--- src/sv/wbc_pkg.sv ---
package wbc_pkg;

    // Input item: one spectrum bin
    typedef struct packed {
        logic [31:0] magnitude;
        logic [9:0]  bin_number;
        logic [7:0]  current_row;
    } wbc_in_t;

    // Result item: one pixel write
    typedef struct packed {
        logic [17:0] pixel_index;
        logic [7:0]  red;
        logic [7:0]  green;
        logic [7:0]  blue;
        logic        in_range;
    } wbc_out_t;

    // Classified bin handed from the front end to the back end
    typedef struct packed {
        logic        audio;
        logic        in_range;
        logic        zero;
        logic [4:0]  exp_msb;
        logic [31:0] magnitude;
        logic [17:0] pixel_index;
    } wbc_task_t;

    // Queue between front and back; must be a power of two
    localparam int QUEUE_DEPTH = 4;

    // Image geometry
    localparam logic [7:0] HEIGHT_RF    = 8'd160;
    localparam logic [7:0] HEIGHT_AUDIO = 8'd128;
    localparam logic [7:0] ROW_LAG      = 8'd33;

    // log2 and dB scaling
    localparam int                 LOG2_FRAC_BITS = 16;
    localparam logic signed [21:0] LOG2_BIAS      = 22'sd1572864;   // 24.0 in Q16
    localparam logic signed [27:0] DB_PER_OCTAVE  = 28'sd101008905; // 20*log10(2) in Q24
    localparam logic [6:0]         OFFSET_RF      = 7'd96;
    localparam logic [6:0]         OFFSET_AUDIO   = 7'd52;

    // Span divisors are 3*32 (RF) and 3*8 (audio): shift, then divide by three
    localparam int         SHIFT_RF    = 5;
    localparam int         SHIFT_AUDIO = 3;
    localparam logic [17:0] DIV3_RECIP = 18'd174763;   // ceil(2^19/3)
    localparam int          DIV3_SHIFT = 19;
    localparam logic [17:0] SAT_LIMIT  = 18'd196608;   // 3*65536
    localparam logic [16:0] LEVEL_FULL = 17'd65536;

    // Colour table
    localparam int TABLE_ROWS  = 12;
    localparam int TABLE_IDX_W = 4;

    function automatic logic [23:0] colour_lut(input logic [TABLE_IDX_W-1:0] idx);
        logic [23:0] rgb;
        case (idx)
            4'd0:    rgb = {8'd0,   8'd0,   8'd0};
            4'd1:    rgb = {8'd0,   8'd0,   8'd128};
            4'd2:    rgb = {8'd0,   8'd0,   8'd255};
            4'd3:    rgb = {8'd16,  8'd64,  8'd255};
            4'd4:    rgb = {8'd32,  8'd128, 8'd255};
            4'd5:    rgb = {8'd144, 8'd64,  8'd192};
            4'd6:    rgb = {8'd255, 8'd0,   8'd128};
            4'd7:    rgb = {8'd255, 8'd0,   8'd0};
            4'd8:    rgb = {8'd255, 8'd128, 8'd0};
            4'd9:    rgb = {8'd255, 8'd255, 8'd0};
            4'd10:   rgb = {8'd255, 8'd255, 8'd128};
            4'd11:   rgb = {8'd255, 8'd255, 8'd255};
            default: rgb = {8'd255, 8'd255, 8'd255};
        endcase
        return rgb;
    endfunction

endpackage

--- src/sv/wbc_front.sv ---
module wbc_front import wbc_pkg::*; #(
    parameter int LINE_WIDTH_MAX = 1024
) (
    input  logic      aclk,
    input  logic      aresetn,
    input  logic      display_mode,
    input  logic      s_valid,
    output logic      s_ready,
    input  wbc_in_t   s_data,
    output logic      task_valid,
    input  logic      task_ready,
    output wbc_task_t task_data
);

    localparam int W_W    = $clog2(LINE_WIDTH_MAX + 1);
    localparam int FULL_W = 8 + W_W + 1;
    localparam int PROD_W = (FULL_W > 18) ? FULL_W : 18;

    logic            front_valid_reg;
    wbc_task_t       front_task_reg;
    wbc_task_t       front_task_next;

    logic [W_W-1:0]    line_width;
    logic [7:0]        height;
    logic [8:0]        row_sum;
    logic [8:0]        row_wrap1;
    logic [8:0]        row_wrap2;
    logic [PROD_W-1:0] pix_full;
    logic [4:0]        exp_msb;

    // Mode geometry
    assign line_width = display_mode ? W_W'(LINE_WIDTH_MAX / 2) : W_W'(LINE_WIDTH_MAX);
    assign height     = display_mode ? HEIGHT_AUDIO : HEIGHT_RF;

    // Display line: (row + H - lag) mod H, value stays below 3*H
    assign row_sum   = {1'b0, s_data.current_row} + {1'b0, height} - {1'b0, ROW_LAG};
    assign row_wrap1 = (row_sum >= {1'b0, height}) ? (row_sum - {1'b0, height}) : row_sum;
    assign row_wrap2 = (row_wrap1 >= {1'b0, height}) ? (row_wrap1 - {1'b0, height}) : row_wrap1;

    assign pix_full = PROD_W'(row_wrap2[7:0]) * PROD_W'(line_width)
                    + PROD_W'(s_data.bin_number);

    // Leading-one position of the magnitude
    always_comb begin
        exp_msb = 5'd0;
        for (int i = 0; i < 32; i++) begin
            if (s_data.magnitude[i]) begin
                exp_msb = 5'(i);
            end
        end
    end

    always_comb begin
        front_task_next.audio       = display_mode;
        front_task_next.in_range    = (PROD_W'(s_data.bin_number) < PROD_W'(line_width));
        front_task_next.zero        = (s_data.magnitude == 32'd0);
        front_task_next.exp_msb     = exp_msb;
        front_task_next.magnitude   = s_data.magnitude;
        front_task_next.pixel_index = pix_full[17:0];
    end

    // Accept while the holding register is empty or draining
    assign s_ready    = !front_valid_reg || task_ready;
    assign task_valid = front_valid_reg;
    assign task_data  = front_task_reg;

    always_ff @(posedge aclk) begin
        if (!aresetn) begin
            front_valid_reg <= 1'b0;
        end else if (s_ready) begin
            front_valid_reg <= s_valid;
        end
    end

    always_ff @(posedge aclk) begin
        if (s_valid && s_ready) begin
            front_task_reg <= front_task_next;
        end
    end

endmodule

--- config.mk ---
export PLATFORM = sky130hd
export DESIGN_NAME = wbc_front
export DESIGN_NICKNAME = d
export VERILOG_FILES = /design/src/sv/wbc_pkg.sv /design/src/sv/wbc_front.sv
export SDC_FILE = /design/constraint.sdc
export NUM_CORES = 1
export LEC_CHECK = 0
export BUFFER_PORTS_ARGS = -buffer_cell sky130_fd_sc_hd__buf_2
export CAP_MARGIN = 40
export CORE_ASPECT_RATIO = 0.75
export CORE_MARGIN = 4
export CORE_UTILIZATION = 43
export DETAILED_ROUTE_END_ITERATION = 8
export GPL_ROUTABILITY_DRIVEN = 0
export PLACE_DENSITY = 0.8
export SYNTH_ARGS = -nofsm -noshare
export SYNTH_HDL_FRONTEND = slang
export SYNTH_SLANG_ARGS = --single-unit
--- constraint.sdc ---
create_clock -name aclk -period 9.2 [get_ports aclk]
set_input_delay 1.38 -clock aclk [delete_from_list [all_inputs] [get_ports aclk]]
set_output_delay 1.38 -clock aclk [all_outputs]
set_load 0.05 [all_outputs]
==> Word-level counts from Yosys, hierarchy flattened <==
Cells that the tools add are included.
W data, S select, Z words.
{ "word_totals": {"regBits": 59, "elab_cells": 62} }
{ "classes": {"add_sub_neg": 5, "mul": 1, "order_cmp": 3, "mux": 34, "n_reduce_logical": 8} }
{ "ops": {"columns": ["cell", "n"], "rows": [
  ["$mux W5", 14],
  ["$logic_not A32 Y1", 1],
  ["$mux W4", 8],
  ["$add A18 B10 Y18", 1],
  ["$ge A9 B8 Y1", 2],
  ["$mul A8 B11 Y18", 1],
  ["$reduce_or A16 Y1", 1],
  ["$mux W3", 4],
  ["$lt A10 B11 Y1", 1],
  ["$mux W11", 1],
  ["$add A8 B8 Y9", 1],
  ["$mux W9", 1],
  ["$sub A9 B6 Y9 const B", 1],
  ["$sub A9 B8 Y9", 1],
  ["$mux W8", 1],
  ["$reduce_or A8 Y1", 1],
  ["$sub A8 B8 Y8", 1],
  ["$mux W6", 1],
  ["$mux W2", 2],
  ["$reduce_or A4 Y1", 1],
  ["$mux W1", 2],
  ["$reduce_or A2 Y1", 1],
  ["$logic_and A1 B1 Y1", 1],
  ["$logic_not A1 Y1", 1],
  ["$logic_or A1 B1 Y1", 1]
]} }

==> Longest topological paths before layout <==
{ "depth": {"ltp_word": 30, "ltp_mapped": 26, "ltp_nobuf": 25} }

==> Least setup slack after synthesis <==
OpenSTA, ideal clock, no wires.
{ "synth_timing": {"path_type": "input to register", "startpoint": "input port display_mode", "endpoint": "register front_task_reg, in the netlist task_data[17] (data pin)", "setup_time_ps": 258, "t_arrival_ps": 6794, "required_ps": 8942, "setup_slack_ps": 2149, "stages": 25, "cell_sequence": "clkbuf_1 -> clkinv_1 -> ha_1 -> xnor2_1 -> ha_1 -> nand3b_1 -> nor4b_1 -> a21o_1 -> a21oi_1 -> mux2_2 -> ha_1 -> ha_1 -> inv_1 -> a221o_1 -> a2bb2oi_4 -> a21boi_2 -> a311oi_2 -> ha_1 -> ha_1 -> ha_1 -> ha_1 -> a31o_2 -> a21oi_1 -> xnor2_1 -> xnor2_1"} }
{ "synth_rtl": {"columns": ["item", "line", "rtl"], "rows": [
  ["from (decl)", "wbc_front.sv:6", "input logic display_mode,"],
  ["to (signal assigned)", "wbc_front.sv:77", "front_task_reg <= front_task_next;"],
  ["to (decl)", "wbc_front.sv:20", "wbc_task_t front_task_reg;"]
]} }

==> results by group <==
Critical path
  • Crit Path Class: input pin to flop
  • Worst Reg-to-Reg Cells: 3
  • WP data required: slightly above 9 ns
  • Reg2reg start: task_valid
  • CP max FO: 12
  • Crit start category: input pin
  • Worst r2r dst: task_data[9]
  • CP max stage delay: a little over 0.6 ns
  • Crit-path slowest cell: nor4b_1
  • R2R setup slack: 7.67 ns
  • Setup crit end kind: flop
  • Worst path most repeated cell: ha_1
  • Worst endpoint data arrival time: 7.31 ns

Timing
  • RSZ-0062 raised after global routing: no
  • Setup TNS Final: 0 ns
  • Setup violations, final: 0
  • Layout Skew: approximately 0.0069 ns
  • WHS: between 0.5 and 0.6 ns
  • Final worst path period share: 78.6%
  • Final Hold Vio Count: 0
  • Worst slew pin tran: 0.738 ns
  • Crit path time final: 7.23 ns
  • Achievable frequency: approximately 0.14 GHz
  • Slew HR: 50.8%
  • Slew Viols, Final: 0

CTS
  • CTS hold repair buffers: 0
  • Post-CTS Setup Repair Bufs: 0
  • TritonCTS clock tree: built
  • Reg clk slew, reported paths: 0.07 ns
  • Clock Sinks: 59
  • Root Buffer: clkbuf_8
  • H-Tree Depth: 3
  • TritonCTS buffer count: 9
  • Clk_lat worst skew: approximately 0.33 ns
  • CTS resizes: 0
  • Max Buffers Root-to-Sink: 2

Synthesis
  • Synth Flop Type: edfxtp_1
  • Post-synth EDFFs: 58
  • Post-Syn Area per Cell: 12.6 µm²
  • Mapped cell area: approximately 3200 µm²
  • Cells after Synth: 252
  • Yosys warnings: 0
  • Register area share after synthesis: approximately 56%
  • Synth cell types: between 50 and 60
  • Share of flip-flops with an asynchronous set or reset: 0%
  • Register bit total from synthesis: 59

Final layout
  • Layout overhead on the synthesized area: 28.4%
  • Fill cell count: 592
  • Layout cell share with drive strength beyond 1: 37.7%
  • Number of nets in the layout: 461
  • Inserted Diodes: 0
  • Final core occ: slightly below 60%
  • Non-Filler Instances: 480

Global routing
  • First-pass GRT wire length: 11.9 mm
  • Largest net degree at the start of global routing: between 50 and 60
  • Total grt overflow: 0
  • Vias in the first global route: 2341
  • GRT Overall Usage: 17.9%
  • Initial antenna violation count: 0

Route
  • Via density: between 5 and 6
  • Routed Antenna Nets: 0
  • Routed WL: 7.57 mm
  • Routed vias: 2449
  • Iter 0 DRT Violations: 149
  • DRC: 0
  • DRT Pass-1 Iters: 4
  • WL per Instance: 15.8 µm

Floorplan
  • Die width: 107 µm
  • Die Area: ~8800 µm²
  • DIE HEIGHT: 82.4 µm
  • Core area: 6990 µm²
  • # rows: 26
  • Starting Density: 45.3%
  • I/O Pins: roughly 120

Hold path
  • Hold Crit Endpoint: task_valid
  • Type of the tightest min-delay check: flop to flop
  • Critical hold path startpoint: task_valid
  • Worst Hold Depth: 2

Power and ir drop
  • Final Power: 0.000779 W
  • Max VDD drop: 0.131 mV
  • Power density over the cells: 191 nW/µm²
  • Leakage power: about 1.7 nW

Placement
  • Post-DP HPWL: around 6 mm
  • Port Buf Inserts: 114
  • Post-placement cell count: 465

Run status
  • Outcome: completed

Flow run
  • Max-cap violations: 0
## sequential cells by signal (all words and copies together) (netlist names)
| name | flops |
|---|---|
| task_data | 58 |
| task_valid | 1 |
## metal layers
| metal | vias up | global-route usage, % | wire (µm) |
|---|---|---|---|
| met5 | - | 0 | 0 |
| met4 | 0 | 6.90 | 143 |
| met3 | 12 | 4.82 | 381 |
| met2 | 95 | 29.0 | 3580 |
| met1 | 1133 | 23.1 | 3460 |
| li1 | 1209 | - | - |
## Yosys cell counts, types with 4 or more instances
| cell | number | area, µm² |
|---|---|---|
| a21o_1 | 6 | 45.0 |
| a21oi_1 | 15 | 75.1 |
| edfxtp_1 | 58 | 1740 |
| ha_1 | 26 | 325 |
| inv_1 | 22 | 82.6 |
| nand2_1 | 11 | 41.3 |
| nand2b_1 | 4 | 25.0 |
| nand3_1 | 5 | 25.0 |
| nor2_1 | 20 | 75.1 |
| nor3_1 | 8 | 40.0 |
| nor4_1 | 9 | 56.3 |
| xnor2_1 | 9 | 78.8 |
## critical path, delay by kind of cell
kind / cells / cell delay, ns
buf+inv: 3 / 0.59
fa+ha+maj: 8 / 2.27
compound gates: 8 / 1.62
xor+xnor: 3 / 0.46
simple gates: 2 / 0.70
mux: 1 / 0.27
## metrics by stage
step | setup slack [ns] | instance area (µm²)
after floorplan | 2.15 | 3180
after global placement | 1.96 | 3870
after detailed placement | 1.62 | 3870
after CTS | 1.99 | 4070
after global routing | 1.59 | 4070
final | 1.97 | 4070
## kinds of logic after synthesis
| group | count (synthesis) | share of synthesized area (%) |
|---|---|---|
| and+or+nand+nor | 71 | 11.9 |
| adders and majority gates | 28 | 11.5 |
| DFF | 59 | 55.5 |
| buffers and inverters | 25 | 3.20 |
| muxes | 4 | 1.30 |
| other | 1 | 0.118 |
| AOI/OAI and AO/OA | 54 | 13.6 |
| xor gates and xnor gates | 10 | 2.76 |
## power breakdown
group | leakage (nW) | total (W) | internal [W] | switching (W)
clock | 0.103 | 0.000247 | 0.000149 | 0.0000976
sequential | 0.563 | 0.000328 | 0.000322 | 0.00000581
combinational | 1.08 | 0.000205 | 0.0000636 | 0.000141
total | 1.74 | 0.000779 | 0.000534 | 0.000245
## cells in the final DEF, fill, tap and decap left out, types with 2 or more instances in the layout
cell       netlist  final
nor3_1           8      8
nand3_1          5      5
fa_1             2      2
conb_1           1      3
clkinv_2         0      2
o21bai_1         2      2
nor2_1          20     20
inv_1           22     22
o221ai_1         2      2
o211ai_1         2      2
mux2i_1          3      3
a211oi_4         2      2
o31ai_1          3      3
o31a_2           2      2
edfxtp_1        58     58
clkbuf_8         0      9
o21ai_0          3      3
nand2b_1         4      4
a21boi_0         2      2
bufinv_16        0      2
nand2_1         11     11
nor3b_1          2      2
a21oi_1         15     15
nor4_1           9      9
clkinv_1         1      2
a21o_1           6      6
xnor2_1          9      9
buf_2            0    114
ha_1            26     26
a211oi_1         2      2
## area by class of cell
| type | count | area [µm²] | share of cell area, % |
|---|---|---|---|
| inverters | 23 | 86.3 | 2.12 |
| well taps | 98 | 123 | 3.01 |
| flip-flops and latches | 59 | 1760 | 43.3 |
| clock inverters | 6 | 81.3 | 2.00 |
| repair buffers | 115 | 578 | 14.2 |
| clock buffers | 9 | 124 | 3.04 |
| multi-input cells | 170 | 1320 | 32.4 |
## worst max path at each step
stage	from	endpoint	cells past startpoint
4_1_cts	display_mode	task_data[17]	25
3_3_place_gp	display_mode	task_data[17]	25
6_report	display_mode	task_data[17]	25
5_1_grt	display_mode	task_data[17]	25
2_1_floorplan	display_mode	task_data[17]	25
3_5_place_dp	display_mode	task_data[17]	25
Note: power is estimated with default switching activity, not from simulation.
