==> src/sv/wbc_pkg.sv <==
package wbc_pkg;

    // Input item: one spectrum bin
    typedef struct packed {
        logic [31:0] magnitude;
        logic [9:0]  bin_number;
        logic [7:0]  current_row;
    } wbc_in_t;

    // Result item: one pixel write
    typedef struct packed {
        logic [17:0] pixel_index;
        logic [7:0]  red;
        logic [7:0]  green;
        logic [7:0]  blue;
        logic        in_range;
    } wbc_out_t;

    // Classified bin handed from the front end to the back end
    typedef struct packed {
        logic        audio;
        logic        in_range;
        logic        zero;
        logic [4:0]  exp_msb;
        logic [31:0] magnitude;
        logic [17:0] pixel_index;
    } wbc_task_t;

    // Queue between front and back; must be a power of two
    localparam int QUEUE_DEPTH = 4;

    // Image geometry
    localparam logic [7:0] HEIGHT_RF    = 8'd160;
    localparam logic [7:0] HEIGHT_AUDIO = 8'd128;
    localparam logic [7:0] ROW_LAG      = 8'd33;

    // log2 and dB scaling
    localparam int                 LOG2_FRAC_BITS = 16;
    localparam logic signed [21:0] LOG2_BIAS      = 22'sd1572864;   // 24.0 in Q16
    localparam logic signed [27:0] DB_PER_OCTAVE  = 28'sd101008905; // 20*log10(2) in Q24
    localparam logic [6:0]         OFFSET_RF      = 7'd96;
    localparam logic [6:0]         OFFSET_AUDIO   = 7'd52;

    // Span divisors are 3*32 (RF) and 3*8 (audio): shift, then divide by three
    localparam int         SHIFT_RF    = 5;
    localparam int         SHIFT_AUDIO = 3;
    localparam logic [17:0] DIV3_RECIP = 18'd174763;   // ceil(2^19/3)
    localparam int          DIV3_SHIFT = 19;
    localparam logic [17:0] SAT_LIMIT  = 18'd196608;   // 3*65536
    localparam logic [16:0] LEVEL_FULL = 17'd65536;

    // Colour table
    localparam int TABLE_ROWS  = 12;
    localparam int TABLE_IDX_W = 4;

    function automatic logic [23:0] colour_lut(input logic [TABLE_IDX_W-1:0] idx);
        logic [23:0] rgb;
        case (idx)
            4'd0:    rgb = {8'd0,   8'd0,   8'd0};
            4'd1:    rgb = {8'd0,   8'd0,   8'd128};
            4'd2:    rgb = {8'd0,   8'd0,   8'd255};
            4'd3:    rgb = {8'd16,  8'd64,  8'd255};
            4'd4:    rgb = {8'd32,  8'd128, 8'd255};
            4'd5:    rgb = {8'd144, 8'd64,  8'd192};
            4'd6:    rgb = {8'd255, 8'd0,   8'd128};
            4'd7:    rgb = {8'd255, 8'd0,   8'd0};
            4'd8:    rgb = {8'd255, 8'd128, 8'd0};
            4'd9:    rgb = {8'd255, 8'd255, 8'd0};
            4'd10:   rgb = {8'd255, 8'd255, 8'd128};
            4'd11:   rgb = {8'd255, 8'd255, 8'd255};
            default: rgb = {8'd255, 8'd255, 8'd255};
        endcase
        return rgb;
    endfunction

endpackage

==> src/sv/wbc_queue.sv <==
module wbc_queue import wbc_pkg::*; (
    input  logic      aclk,
    input  logic      aresetn,
    input  logic      push_valid,
    output logic      push_ready,
    input  wbc_task_t push_data,
    output logic      pop_valid,
    input  logic      pop_ready,
    output wbc_task_t pop_data
);

    localparam int PTR_W = $clog2(QUEUE_DEPTH);

    wbc_task_t        slot_reg [QUEUE_DEPTH];
    logic [PTR_W-1:0] wr_ptr_reg;
    logic [PTR_W-1:0] rd_ptr_reg;
    logic [PTR_W:0]   count_reg;
    logic [PTR_W:0]   count_next;
    logic             push;
    logic             pop;

    assign push_ready = (count_reg != (PTR_W + 1)'(QUEUE_DEPTH));
    assign pop_valid  = (count_reg != '0);
    assign pop_data   = slot_reg[rd_ptr_reg];

    assign push = push_valid && push_ready;
    assign pop  = pop_valid && pop_ready;

    always_comb begin
        count_next = count_reg;
        if (push && !pop) begin
            count_next = count_reg + 1'b1;
        end else if (pop && !push) begin
            count_next = count_reg - 1'b1;
        end
    end

    // Pointers wrap naturally at the power-of-two depth
    always_ff @(posedge aclk) begin
        if (!aresetn) begin
            wr_ptr_reg <= '0;
            rd_ptr_reg <= '0;
            count_reg  <= '0;
        end else begin
            count_reg <= count_next;
            if (push) begin
                wr_ptr_reg <= wr_ptr_reg + 1'b1;
            end
            if (pop) begin
                rd_ptr_reg <= rd_ptr_reg + 1'b1;
            end
        end
    end

    always_ff @(posedge aclk) begin
        if (push) begin
            slot_reg[wr_ptr_reg] <= push_data;
        end
    end

endmodule

==> config.mk <==
export PLATFORM = sky130hd
export DESIGN_NAME = wbc_queue
export DESIGN_NICKNAME = d
export VERILOG_FILES = /design/src/sv/wbc_pkg.sv /design/src/sv/wbc_queue.sv
export SDC_FILE = /design/constraint.sdc
export NUM_CORES = 1
export LEC_CHECK = 0
export ABC_AREA = 1
export ABC_CLOCK_PERIOD_IN_PS = 10500
export BUFFER_PORTS_ARGS = -buffer_cell sky130_fd_sc_hd__buf_4
export CORE_ASPECT_RATIO = 0.6
export CORE_UTILIZATION = 49
export CTS_CLUSTER_DIAMETER = 30
export CTS_CLUSTER_SIZE = 25
export DETAILED_ROUTE_END_ITERATION = 10
export PLACE_DENSITY_LB_ADDON = 0.05
export SLEW_MARGIN = 30
export SYNTH_ARGS = -nofsm -noshare
export SYNTH_HDL_FRONTEND = slang
export SYNTH_SLANG_ARGS = --single-unit
==> constraint.sdc <==
create_clock -name aclk -period 10.5 [get_ports aclk]
set_input_delay 1.05 -clock aclk [delete_from_list [all_inputs] [get_ports aclk]]
set_output_delay 1.05 -clock aclk [all_outputs]
set_load 0.01 [all_outputs]
# After elaboration in Yosys (flattened, before gate mapping)
# Memory sizes are Yosys's and may differ from the RTL's. A register that Yosys moved wholly into a read port is not among the register bits.
# Cells that the tools add are included.
# word_totals
register_bits	7
ram_bits	232
input_bits	62
out_inout_bits	60
elab_cells	23
memories	1
# memory_table
memory	words	width	read_ports	rd_clocked_by_memory_dff	write_ports	line	text
slot_reg	4	58	1	1	1	wbc_queue.sv:14	wbc_task_t slot_reg [QUEUE_DEPTH];
# classes
addsub	4
eq_ne	1
mux	6
reduce_logical	8
# ops
op	n
two-way mux 3 bit	2
adder 2 x 1 -> 2 bit (second input constant)	2
logical AND 1 bit	4
two-way mux 2 bit	2
adder 3 x 1 -> 3 bit (second input constant)	1
inequality test 3 bit (second input constant)	1
nonzero test 3 bit	1
subtractor 3 x 1 -> 3 bit (second input constant)	1
zero test 1 bit	2
two-way mux 1 bit	2
nonzero test 2 bit	1

# Longest topological paths before layout
# Gate-level depths: netlist of the first run.
# logic_depth
ltp_word	6
ltp_mapped	13
ltp_nobuf	13

# Worst setup path before layout of the first run
# Ideal clock, no wire load.
# synth_timing
kind	input to register
start	input push_valid
end	memory slot_reg[0][0] in the netlist's numbering (enable)
setup_time_ps	474
arrival_time_ps	3593
path_slack_ps	6433
cell_stages	2
cell_sequence	nand2_1 > nor2_1
# synth_via
elab_chain_cells	3
# synth_rtl
item	line	text
start, declared	wbc_queue.sv:4	input logic push_valid,
logical AND 1 bit	wbc_queue.sv:26	assign push = push_valid && push_ready;
two-way mux 1 bit	wbc_queue.sv:56	if (push) begin
two-way mux 1 bit (implied by the code)	wbc_queue.sv:57	slot_reg[wr_ptr_reg] <= push_data;
end, declared	wbc_queue.sv:14	
# Every way passes these cells.

==> results of run 1 <==
==> cell type report <==
class / count / area (um2) / share of cell area
clock buffer: 40 / 937 / 0.0830
clock inverter: 22 / 190 / 0.0168
inverter: 16 / 67.6 / 0.00598
multi-input combinational: 335 / 1690 / 0.150
sequential: 241 / 7150 / 0.633
tap: 240 / 300 / 0.0266
timing repair buffer: 127 / 953 / 0.0844
==> cells by family after synthesis <==
logic type | Yosys count | share of synthesized area
AND/OR/NAND/NOR | 150 | 0.0653
flip-flops | 241 | 0.781
buffers and inverters | 53 | 0.0367
XOR/XNOR | 1 | 0.000958
AO/OA/AOI/OAI | 178 | 0.107
adder cells (fa/ha/maj) | 6 | 0.00903
==> per-stage QoR <==
stage          worst slack [ns]  power [uW]  std cells
2_1_floorplan              6.43        1620        629
3_3_place_gp               7.49        1880        959
3_5_place_dp               7.39        1900        959
4_1_cts                    6.89        3010       1021
5_1_grt                    6.76        3120       1021
6_report                   6.91        2980       1021
==> final timing paths <==
check | start | end | slack [ns] | depth (start not counted)
max reg2reg | count_reg[1] | count_reg[1] | 8.28 | 9
min reg2reg | rd_ptr_reg[1] | flip-flop | 0.51 | 2
max | flip-flop | pop_data[2] | 6.91 | 4
min | rd_ptr_reg[1] | flip-flop | 0.51 | 2
==> report_power, final <==
group	switching [uW]	leakage, uW	internal, uW
combinational	404	0.00127	255
clock	396	0.000557	712
sequential	41.7	0.00220	1170
total	842	0.00402	2140
==> metal layers <==
layer,wire [um],GRT usage
met1,8570,0.277
met2,8810,0.313
met3,1330,0.0614
met4,356,0.0587
met5,0,0
==> cells in the final DEF, fill, tap and decap left out, drive strengths merged <==
cell,synthesis,layout
nand2,15,15
dfxtp,9,9
nand3b,1,1
bufinv,0,3
nor2,130,130
o22ai,58,58
clkinvlp,0,1
edfxtp,232,232
inv,16,17
o21ai,117,117
a21oi,3,3
clkinv,0,17
ha,5,5
buf,20,127
fa,1,1
clkbuf,17,40
nand3,4,4
xor2,1,1
==> worst max-delay path, delay by kind of cell, from the launching register on <==
| family | cells | cell delay, ns |
|---|---|---|
| flip-flops | 1 | 0.62 |
| buffers and inverters | 2 | 0.90 |
| AO/OA/AOI/OAI | 2 | 0.52 |
==> results summary, run 1 <==
The area of the die came out at 19200 um2. Synthesis handed over a netlist of 629 instances. Setup repair after global routing left no endpoint under its margin. The maximum number of buffers from clock root to sink is 3. The maximum clock rate came out at 278 MHz. The total via count after detailed routing came out at 5470. The async set or reset register ratio after synthesis came out at 0. The CTS clock-pin slew for the worst setup and hold paths is 0.05 ns. The number of levels in the clock H-tree is 2. The area of all placed cells without fillers is 11300 um2. Ranked by instance count, the synthesized netlist is headed by sky130_fd_sc_hd__edfxtp_1 (232), sky130_fd_sc_hd__nor2_1 (120), sky130_fd_sc_hd__o21ai_0 (111). The post-route worst hold slack came out at 0.505 ns. The repair_antennas step left the layout with diodes totalling 0. The instance area after placement is 10200 um2. The area share of the largest cell type after synthesis is 0.762. The portion of the post-synthesis area used by sequential elements came out at 0.781.

The areal power density over the cells is 264 nW/um2. Synthesis produced a netlist with a net count of 697. The cell at the root of the clock tree is sky130_fd_sc_hd__clkbuf_16. The required time of the critical path is 9.45 ns. In the synthesized netlist the dominant register cell turns out to be sky130_fd_sc_hd__edfxtp_1.

At the end of the flow the core is filled with cells to 0.622. The count of nets left with antenna violations once routing finished came out at 0. The delay contributed by the slowest stage of the critical path came out at 0.72 ns. Counting stages on the worst path, the most repeated cell is sky130_fd_sc_hd__buf_4. The run finished with clean final reports. The setup fix buffers added after clock tree synthesis is 0. The clock tree skew after final layout came out at 0.0187 ns. The y dimension of the die is 108 um.

The number of synthesized register bits came out at 241. For this run, the detailed router's first-pass iteration total came to 4. The dominant cell type by area after synthesis is sky130_fd_sc_hd__edfxtp_1. The count of pins over their slew limit is 0. The synthesized design contains 232 enable-type register cells. Yosys instantiated no cell more often than sky130_fd_sc_hd__edfxtp_1. The maximum vdd drop is 0.000163 V. The critical path goes through buf_4 > o21ai_0 > o22ai_1 > buf_4.

After clock tree synthesis, the flow added hold-fix buffers numbering 0. The number of maximum-capacitance violations came out at 0. For this run, the total global-route usage over all layers was measured as 0.202. The count of yosys warnings during synthesis is 0. The die is 178 um wide.

The initial detailed-routing violation count came out at 464. The leakage dissipation came out at 0.00402 uW. The via density per instance came out at 5.36. The accumulated negative setup slack came out at 0 ns. The slowest stage of the critical path belongs to the cell sky130_fd_sc_hd__buf_4. The initialized floorplan defines 38 standard-cell rows.

The number of global-route vias before repair is 5482. The count of clock tree sinks is 241. The clock period could shrink to 3.59 ns. The count of input and output buffers came out at 121. The core area came out at 18200 um2.

The worst setup path is captured at an output port. Entering global routing, the biggest net connects 117 pins. The final-report setup violation count is 0. The total CTS buffers is 34.

The total DRC errors in the routed layout is 0. The global-route wire length before repair is 29.2 mm. The synthesis-to-finish area growth is 23.5%. TritonCTS built the clock tree. By area the synthesized netlist is led by sky130_fd_sc_hd__edfxtp_1 (76%), sky130_fd_sc_hd__o21ai_0 (6.1%), sky130_fd_sc_hd__nor2_1 (4.9%). The measured slew at the worst slew-check pin is 0.922 ns. The top-level port count came out at 122.

The arrival time reported for the critical path endpoint came out at 2.54 ns. The headroom to the max-slew limit came out at 0.385. The fraction of final layout cells with drive strength greater than 1 is 0.255. The setup path with the least slack is of type reg -> out. The number of failing hold endpoints at the final stage came out at 0.

For this configuration, the core starts out at a cell density of 0.504. In the finished design, the share of the clock period the worst path needs comes to 0.342. The average detailed-routed wire length per instance is 18.7 um. The worst setup path is launched from a flip-flop. At the end of the flow, the number of nets in the layout was 823.

The average footprint of a synthesized cell came out at 14.5 um2. The number of unique standard cell types used by synthesis is 26. The clock reaches the later pin of the worst-skew pair after 0.49 ns. In this run the worst hold path is classified as reg -> reg. The synthesized netlist occupies a cell area of 9150 um2.

The estimated wirelength of the detail-placed design is 9.92 mm. The total of cells resized after clock tree synthesis came out at 0. The final weighted congestion in routability-driven placement is 0.751. The initial antenna violation count came out at 0. The number of filler instances in the final layout came out at 1385. Of all nets on the critical path, the largest fanout is 78. The routed design has 19.1 mm of wire.

The total global routing overflow is 0. The number of flip-flops under the largest register name came out at 232.
(Power assumes the default switching activity.)
==> inputs of run 2 (changes only) <==
Settings changed: ABC_CLOCK_PERIOD_IN_PS 10500 to 2900.
Clock period 10.5 ns to 2.9 ns, I/O delays scaled along.
==> run 2 against run 1 <==
Compared with the run above:
- cell area grew 3.8%
- via count rose by 1.2%
- core utilization grew 2.3 points
- critical endpoint is now pop_data[8]
- critical path type unchanged
- highest routed layer unchanged
- cell count up 2.8%
- wire length shrank 2.5%
==> results summary, run 2 (synthesis gave the netlist of run 1 again) <==
The clock tree skew after final layout came out at 0.0144 ns. The worst hold path cell count came out at 1. The pin count of the biggest net entering global routing is 117. At the end of routability-driven placement, the weighted congestion stood at 0.754.

The number of filler instances in the final layout came out at 1284. The core area is 18200 um2. The cell at the root of the clock tree is sky130_fd_sc_hd__clkbuf_16. The required time of the critical path is 2.61 ns. The buffering stage count on the worst path with inverters included is 2. The combined global-route utilization of all metal layers came out at 0.197.

The critical-path maximum fanout came out at 116. The critical path goes through inv_6 > o21ai_0 > o22ai_1 > buf_4. On the critical path the largest part of the delay comes from buffers and inverters. Of the cells placed in the final design, the portion with a size suffix greater than 1 is 0.252. The die is 108 um tall. The average detailed-routed wire length per instance is 17.7 um. The count of clock tree sinks is 241. For this configuration, the core starts out at a cell density of 0.504. The critical path runs through a total of 4 cells. Buffers inserted during clock tree synthesis total 34. The most common cell after layout, fill and taps aside is sky130_fd_sc_hd__edfxtp_1.

The initial detailed-routing violation count came out at 388. The startpoint type of the worst setup path is a flip-flop. The measured slew at the worst slew-check pin is 0.892 ns. Setup repair after global routing left no endpoint under its margin. The clock insertion delay at the later pin of the skew report is 0.48 ns. The total of cells resized after clock tree synthesis came out at 0. The count of cells along the worst register-to-register path is 9. The estimated wirelength of the detail-placed design is 9.75 mm. The minimum period implied by the final worst setup slack is 2.50 ns. The global-route wire length before repair is 28.5 mm.

The post-route worst hold slack came out at 0.0188 ns. The count of pins over their slew limit is 0. The tool flagged a number of max-cap violations equal to 0. In this run the remaining antenna-violating nets after routing total 0.

The accumulated negative setup slack is 0 ns. The worst hold path belongs to the class in -> reg. The synthesis-to-finish area growth is 28.1%. The slowest stage of the critical path belongs to the cell sky130_fd_sc_hd__inv_6. The worst setup path is captured at an output port.

In this run the static leakage power is 0.00419 uW. The number of global-route vias before repair is 5528. In this run the tightest slew margin relative to its limit is 0.405. The die covers 19200 um2. On the worst path, the slowest cell contributes a delay of 0.60 ns. The register with the most flip-flops in the layout has 232 of them. The top cell types in the final layout, fill and taps aside, are sky130_fd_sc_hd__edfxtp_1 (232), sky130_fd_sc_hd__buf_4 (122), sky130_fd_sc_hd__nor2_1 (116), sky130_fd_sc_hd__o21ai_0 (111), sky130_fd_sc_hd__o22ai_1 (56). The setup fix buffers added after clock tree synthesis came out at 0. The top-level port count came out at 122.

The number of levels in the clock H-tree came out at 2. The number of failing hold endpoints at the final stage is 0. In the routed layout, each cell is associated on average with a via count of 5.27. The longest clock path from root to sink contains 3 buffers. The TritonCTS clock tree is done. The total via count after detailed routing came out at 5534. The startpoint identified for the worst register-to-register timing path is count_reg[1].

The areal power density over the cells is 937 nW/um2. Summing all flip-flop and latch instances after layout gives 7150 um2. The run finished with clean final reports. The x dimension of the die came out at 178 um. The number of nets in the layout is 853. The total routed wirelength is 18.6 mm.

Row generation in the floorplan step produced 38 rows. The total DRC errors in the routed layout is 0. The arrival time reported for the critical path endpoint came out at 2.21 ns. The critical path class is reg -> out.

The multi-input gate area in the final layout is 1690 um2. The quantity of hold-fixing buffers added after cts came out at 20. The total global routing overflow is 0. The maximum clock rate came out at 400 MHz.

The initial antenna violation count is 0. The maximum vdd drop came out at 0.000601 V. The count of input and output buffers is 121. The first-pass iteration count of the detailed router is 5. The final-report setup violation count is 0.

The worst hold path begins at push_data[38]. After clock tree synthesis, the clock-pin slew on the worst setup and hold paths is 0.06 ns. The portion of the clock cycle consumed by the worst path in the final layout came out at 0.863.
-- run 2: cell count changes in the layout (fill, tap and decap cells not counted), moves of 2 or more --
cell,delta
sky130_fd_sc_hd__buf_12,+8
sky130_fd_sc_hd__buf_4,-5
sky130_fd_sc_hd__bufinv_16,+3
sky130_fd_sc_hd__clkbuf_16,-2
sky130_fd_sc_hd__clkinv_1,-3
sky130_fd_sc_hd__dlygate4sd3_1,+27
-- run 2: worst register-to-register path, stage by stage, from the launching register on --
cell and delay [ns]:
sky130_fd_sc_hd__dfxtp_1 0.33, sky130_fd_sc_hd__nor2_1 0.15, sky130_fd_sc_hd__nand2_1 0.12, sky130_fd_sc_hd__nand2_1 0.33
sky130_fd_sc_hd__inv_1 0.15, sky130_fd_sc_hd__ha_1 0.24, sky130_fd_sc_hd__inv_1 0.09, sky130_fd_sc_hd__fa_1 0.41
sky130_fd_sc_hd__o21ai_0 0.19, sky130_fd_sc_hd__nor2_1 0.07
-- run 2: layout make-up --
class / instances / share of cell area
clock buffers: 37 / 0.0754
repair buffers: 157 / 0.115
well taps: 240 / 0.0256
clock inverters: 23 / 0.0236
multi-input cells: 335 / 0.145
diodes: 1 / 0.000214
flip-flops and latches: 241 / 0.610
inverters: 16 / 0.00555
-- run 2: path summary, 6_finish.rpt --
check                                       end  slack (ns)
worst max-delay path                pop_data[8]        0.40
worst min-delay path            slot_reg[0][38]        0.02
worst max register to register     count_reg[1]        0.72
worst min register to register        flip-flop        0.50
-- run 2: metrics by stage --
step                setup WS [ns]   util  instance area (um2)  total power (uW)  cells
detailed placement          0.723  0.566                10300              6940    962
floorplan                  -0.733      -                 9150              5860    629
finish                      0.398  0.645                11700             11000   1050
global placement            0.807  0.566                10300              6870    962
global route                0.178  0.645                11700             11500   1049
CTS                         0.331  0.641                11600             11100   1042
-- run 2: power by group --
group | internal (uW) | leakage [uW] | total, uW | switching, uW
clock | 2730 | 0.000570 | 4120 | 1380
sequential | 4240 | 0.00220 | 4360 | 125
combinational | 1010 | 0.00142 | 2510 | 1500
total | 7980 | 0.00419 | 11000 | 3010
-- run 2: routing by layer --
layer / GRT usage / wire length [um] / vias up
met2: 0.333 / 8970 / 162
met4: 0.0508 / 226 / 0
met3: 0.0512 / 1250 / 24
met1: 0.254 / 8140 / 2682
met5: 0 / 0 / -
li1: - / - / 2666
==> inputs of run 3 (changes only) <==
Settings changed: ABC_CLOCK_PERIOD_IN_PS 2900 to 3000.
Clock period 2.9 ns to 3 ns, I/O delays scaled along.
==> run 3 against run 2 <==
Compared with the run above:
- clock skew increased by 0.0013 ns
- non-clock buffer count shrank 17
- worst setup slack improved by 0.20 ns
- total power is 7.5% lower
- sequential share of layout area up 1.7 points
- via count down 0.23%
- cell count decreased by 1.6%
- core utilization shrank 1.8 points
- clock power down 14%
- wire length grew 2.0%
- critical path depth up 1
- largest cell class unchanged
==> results summary, run 3 (synthesis gave the netlist of run 1 again) <==
The run finished with clean final reports. In this design, the critical path's most frequently occurring cell is sky130_fd_sc_hd__buf_4. The clock tree synthesis step divided the H-tree into 2 levels.

The tree is rooted in a sky130_fd_sc_hd__clkbuf_16. The worst setup path is of the reg -> out kind. The final-report setup violation count came out at 0. The switching power of the nets came out at 2910 uW. The final total power came out at 10200 uW. The multi-input gate area in the final layout is 1690 um2. The clock tree skew after final layout came out at 0.0157 ns. Among all stages on the critical path, the largest delay is contributed by sky130_fd_sc_hd__inv_6. The top cell types in the final layout, fill and taps aside, are sky130_fd_sc_hd__edfxtp_1 (232), sky130_fd_sc_hd__buf_4 (126), sky130_fd_sc_hd__nor2_1 (116), sky130_fd_sc_hd__o21ai_0 (111), sky130_fd_sc_hd__o22ai_1 (56). Setup repair after global routing left no endpoint under its margin.

The sequential standard cell area is 7150 um2. The fraction of final layout cells with drive strength greater than 1 is 0.253. The post-route worst hold slack is 0.0181 ns. The core area is 18200 um2. Detailed placement ended at an HPWL of 10.2 mm. The row count is 38.

The synthesis-to-finish area growth is 24.6%. The number of maximum-capacitance violations is 0. The antenna cell count came out at 0. The first detailed-routing pass ran for 5 iterations. After the last flow step, the layout net total stands at 837. The share of total power dissipated in the clock network is 0.348. The maximum number of buffers from clock root to sink is 3. Detailed routing inserted a total of 5521 vias. The die covers 19200 um2. The combined global-route utilization of all metal layers came out at 0.200. The critical-path maximum fanout came out at 73. The maximum clock rate is 417 MHz. The path class of the tightest hold or removal check is in -> reg.

The initial utilization of the core area, before any placement, comes to 0.504. In the final routed layout, each cell accounts on average for 18.4 um. The final weighted congestion in routability-driven placement is 0.816. The number of flip-flops under the largest register name came out at 232. TritonCTS built the clock tree. The pin count of the biggest net entering global routing is 117. The count of clock tree sinks is 241. The sequential fraction of design power came out at 0.413. The number of failing hold endpoints at the final stage is 0. The library cell used most frequently in the layout, excluding fill and tap cells, is sky130_fd_sc_hd__edfxtp_1. The initial antenna violation count is 0. The delay contributed by the slowest stage of the critical path is 0.39 ns.

The maximum vdd drop is 0.000662 V. Headroom to the max-slew limit came out at 0.559. The setup fix buffers added after clock tree synthesis is 0. The areal power density over the cells came out at 892 nW/um2. The y dimension of the die came out at 108 um.

The initial detailed-routing violation count came out at 291. The number of global-route vias before repair is 5456. The arrival time reported for the critical path endpoint is 2.10 ns.

The number of nets still failing antenna checks after routing is 0. The via density per instance came out at 5.34. Internal power comes to 7260 uW.

The buffering stage count on the worst path with inverters included is 3. The count of input and output buffers is 121. Dividing the final minimum period by the clock period gives 0.800. In this run the most critical hold path is launched from push_data[37]. The x dimension of the die came out at 178 um. Traced cell by cell, the critical path runs through inv_6 > buf_4 > o21ai_0 > o22ai_1 > buf_4. The CTS clock-pin slew for the worst setup and hold paths came out at 0.05 ns. The number of placed instances, taps included is 965. The startpoint type of the worst setup path is a flip-flop. The total routed wirelength came out at 19.0 mm. The total CTS buffers is 35. At the pin with the least slew margin, the transition time is 0.662 ns. For this design the static power due to leakage is 0.00404 uW.

The count of pins over their slew limit came out at 0. Of the total power, the share spent switching nets is 0.286. The clock insertion delay at the later pin of the skew report came out at 0.49 ns. The total DRC errors in the routed layout is 0. After filler insertion, the fill cell instance count of the layout stands at 1403. The first global-routing pass estimated 29.1 mm of wire. The minimum period implied by the final worst setup slack came out at 2.40 ns. The sort of element at the end of the critical path is an output port.

In this design, the largest share of critical-path delay is due to buffers and inverters. For the worst setup path, the data required time is 2.70 ns. The total of cells resized after clock tree synthesis is 0. The top-level port count came out at 122.

The share of power burned in combinational logic is 0.239. The number of standard cells in the final layout excluding fillers came out at 1033. The total global routing overflow is 0.

The startpoint identified for the worst register-to-register timing path is count_reg[1].
-- run 3: power by group through the flow --
stage	clock network, uW	logic (uW)	registers [uW]
after floorplan	0	1410	4260
after detailed placement	0	2460	4260
after global placement	0	2420	4250
after global routing	3780	2670	4220
final	3540	2430	4200
after CTS	3630	2470	4200
-- run 3: final timing paths --
path                     end  depth (start not counted)  slack (ns)
min          slot_reg[3][37]                          1        0.02
max reg2reg     count_reg[1]                          9        0.80
max             pop_data[18]                          5        0.60
min reg2reg        flip-flop                          2        0.48
-- run 3: repair_timing --
item	CTS	global route
setup endpoints to repair	0	0
hold buffers	2	5
hold endpoints to repair	5	15
-- run 3: routing by layer --
metal,global-route usage,share of wire,vias to the layer above
li1,-,-,2630
met1,0.271,0.45,2692
met2,0.317,0.45,175
met3,0.0607,0.079,24
met4,0.0515,0.014,0
met5,0,0,-
-- run 3: area by class of cell --
class                           instances  share of cell area
Clock buffer                           46              0.0822
Clock inverter                         15             0.00812
Sequential cell                       241               0.628
Inverter                               16             0.00571
Timing Repair Buffer                  140               0.101
Tap cell                              240              0.0263
Multi-Input combinational cell        335               0.149
-- run 3: stage by stage --
stage / setup TNS (ns) / cell area (um2) / worst slack [ns] / utilization
3_3_place_gp: 0 / 10300 / 0.931 / 0.567
4_1_cts: 0 / 11300 / 0.585 / 0.625
2_1_floorplan: -146.78 / 9150 / -0.633 / -
3_5_place_dp: 0 / 10300 / 0.796 / 0.567
6_report: 0 / 11400 / 0.600 / 0.628
5_1_grt: 0 / 11400 / 0.446 / 0.628
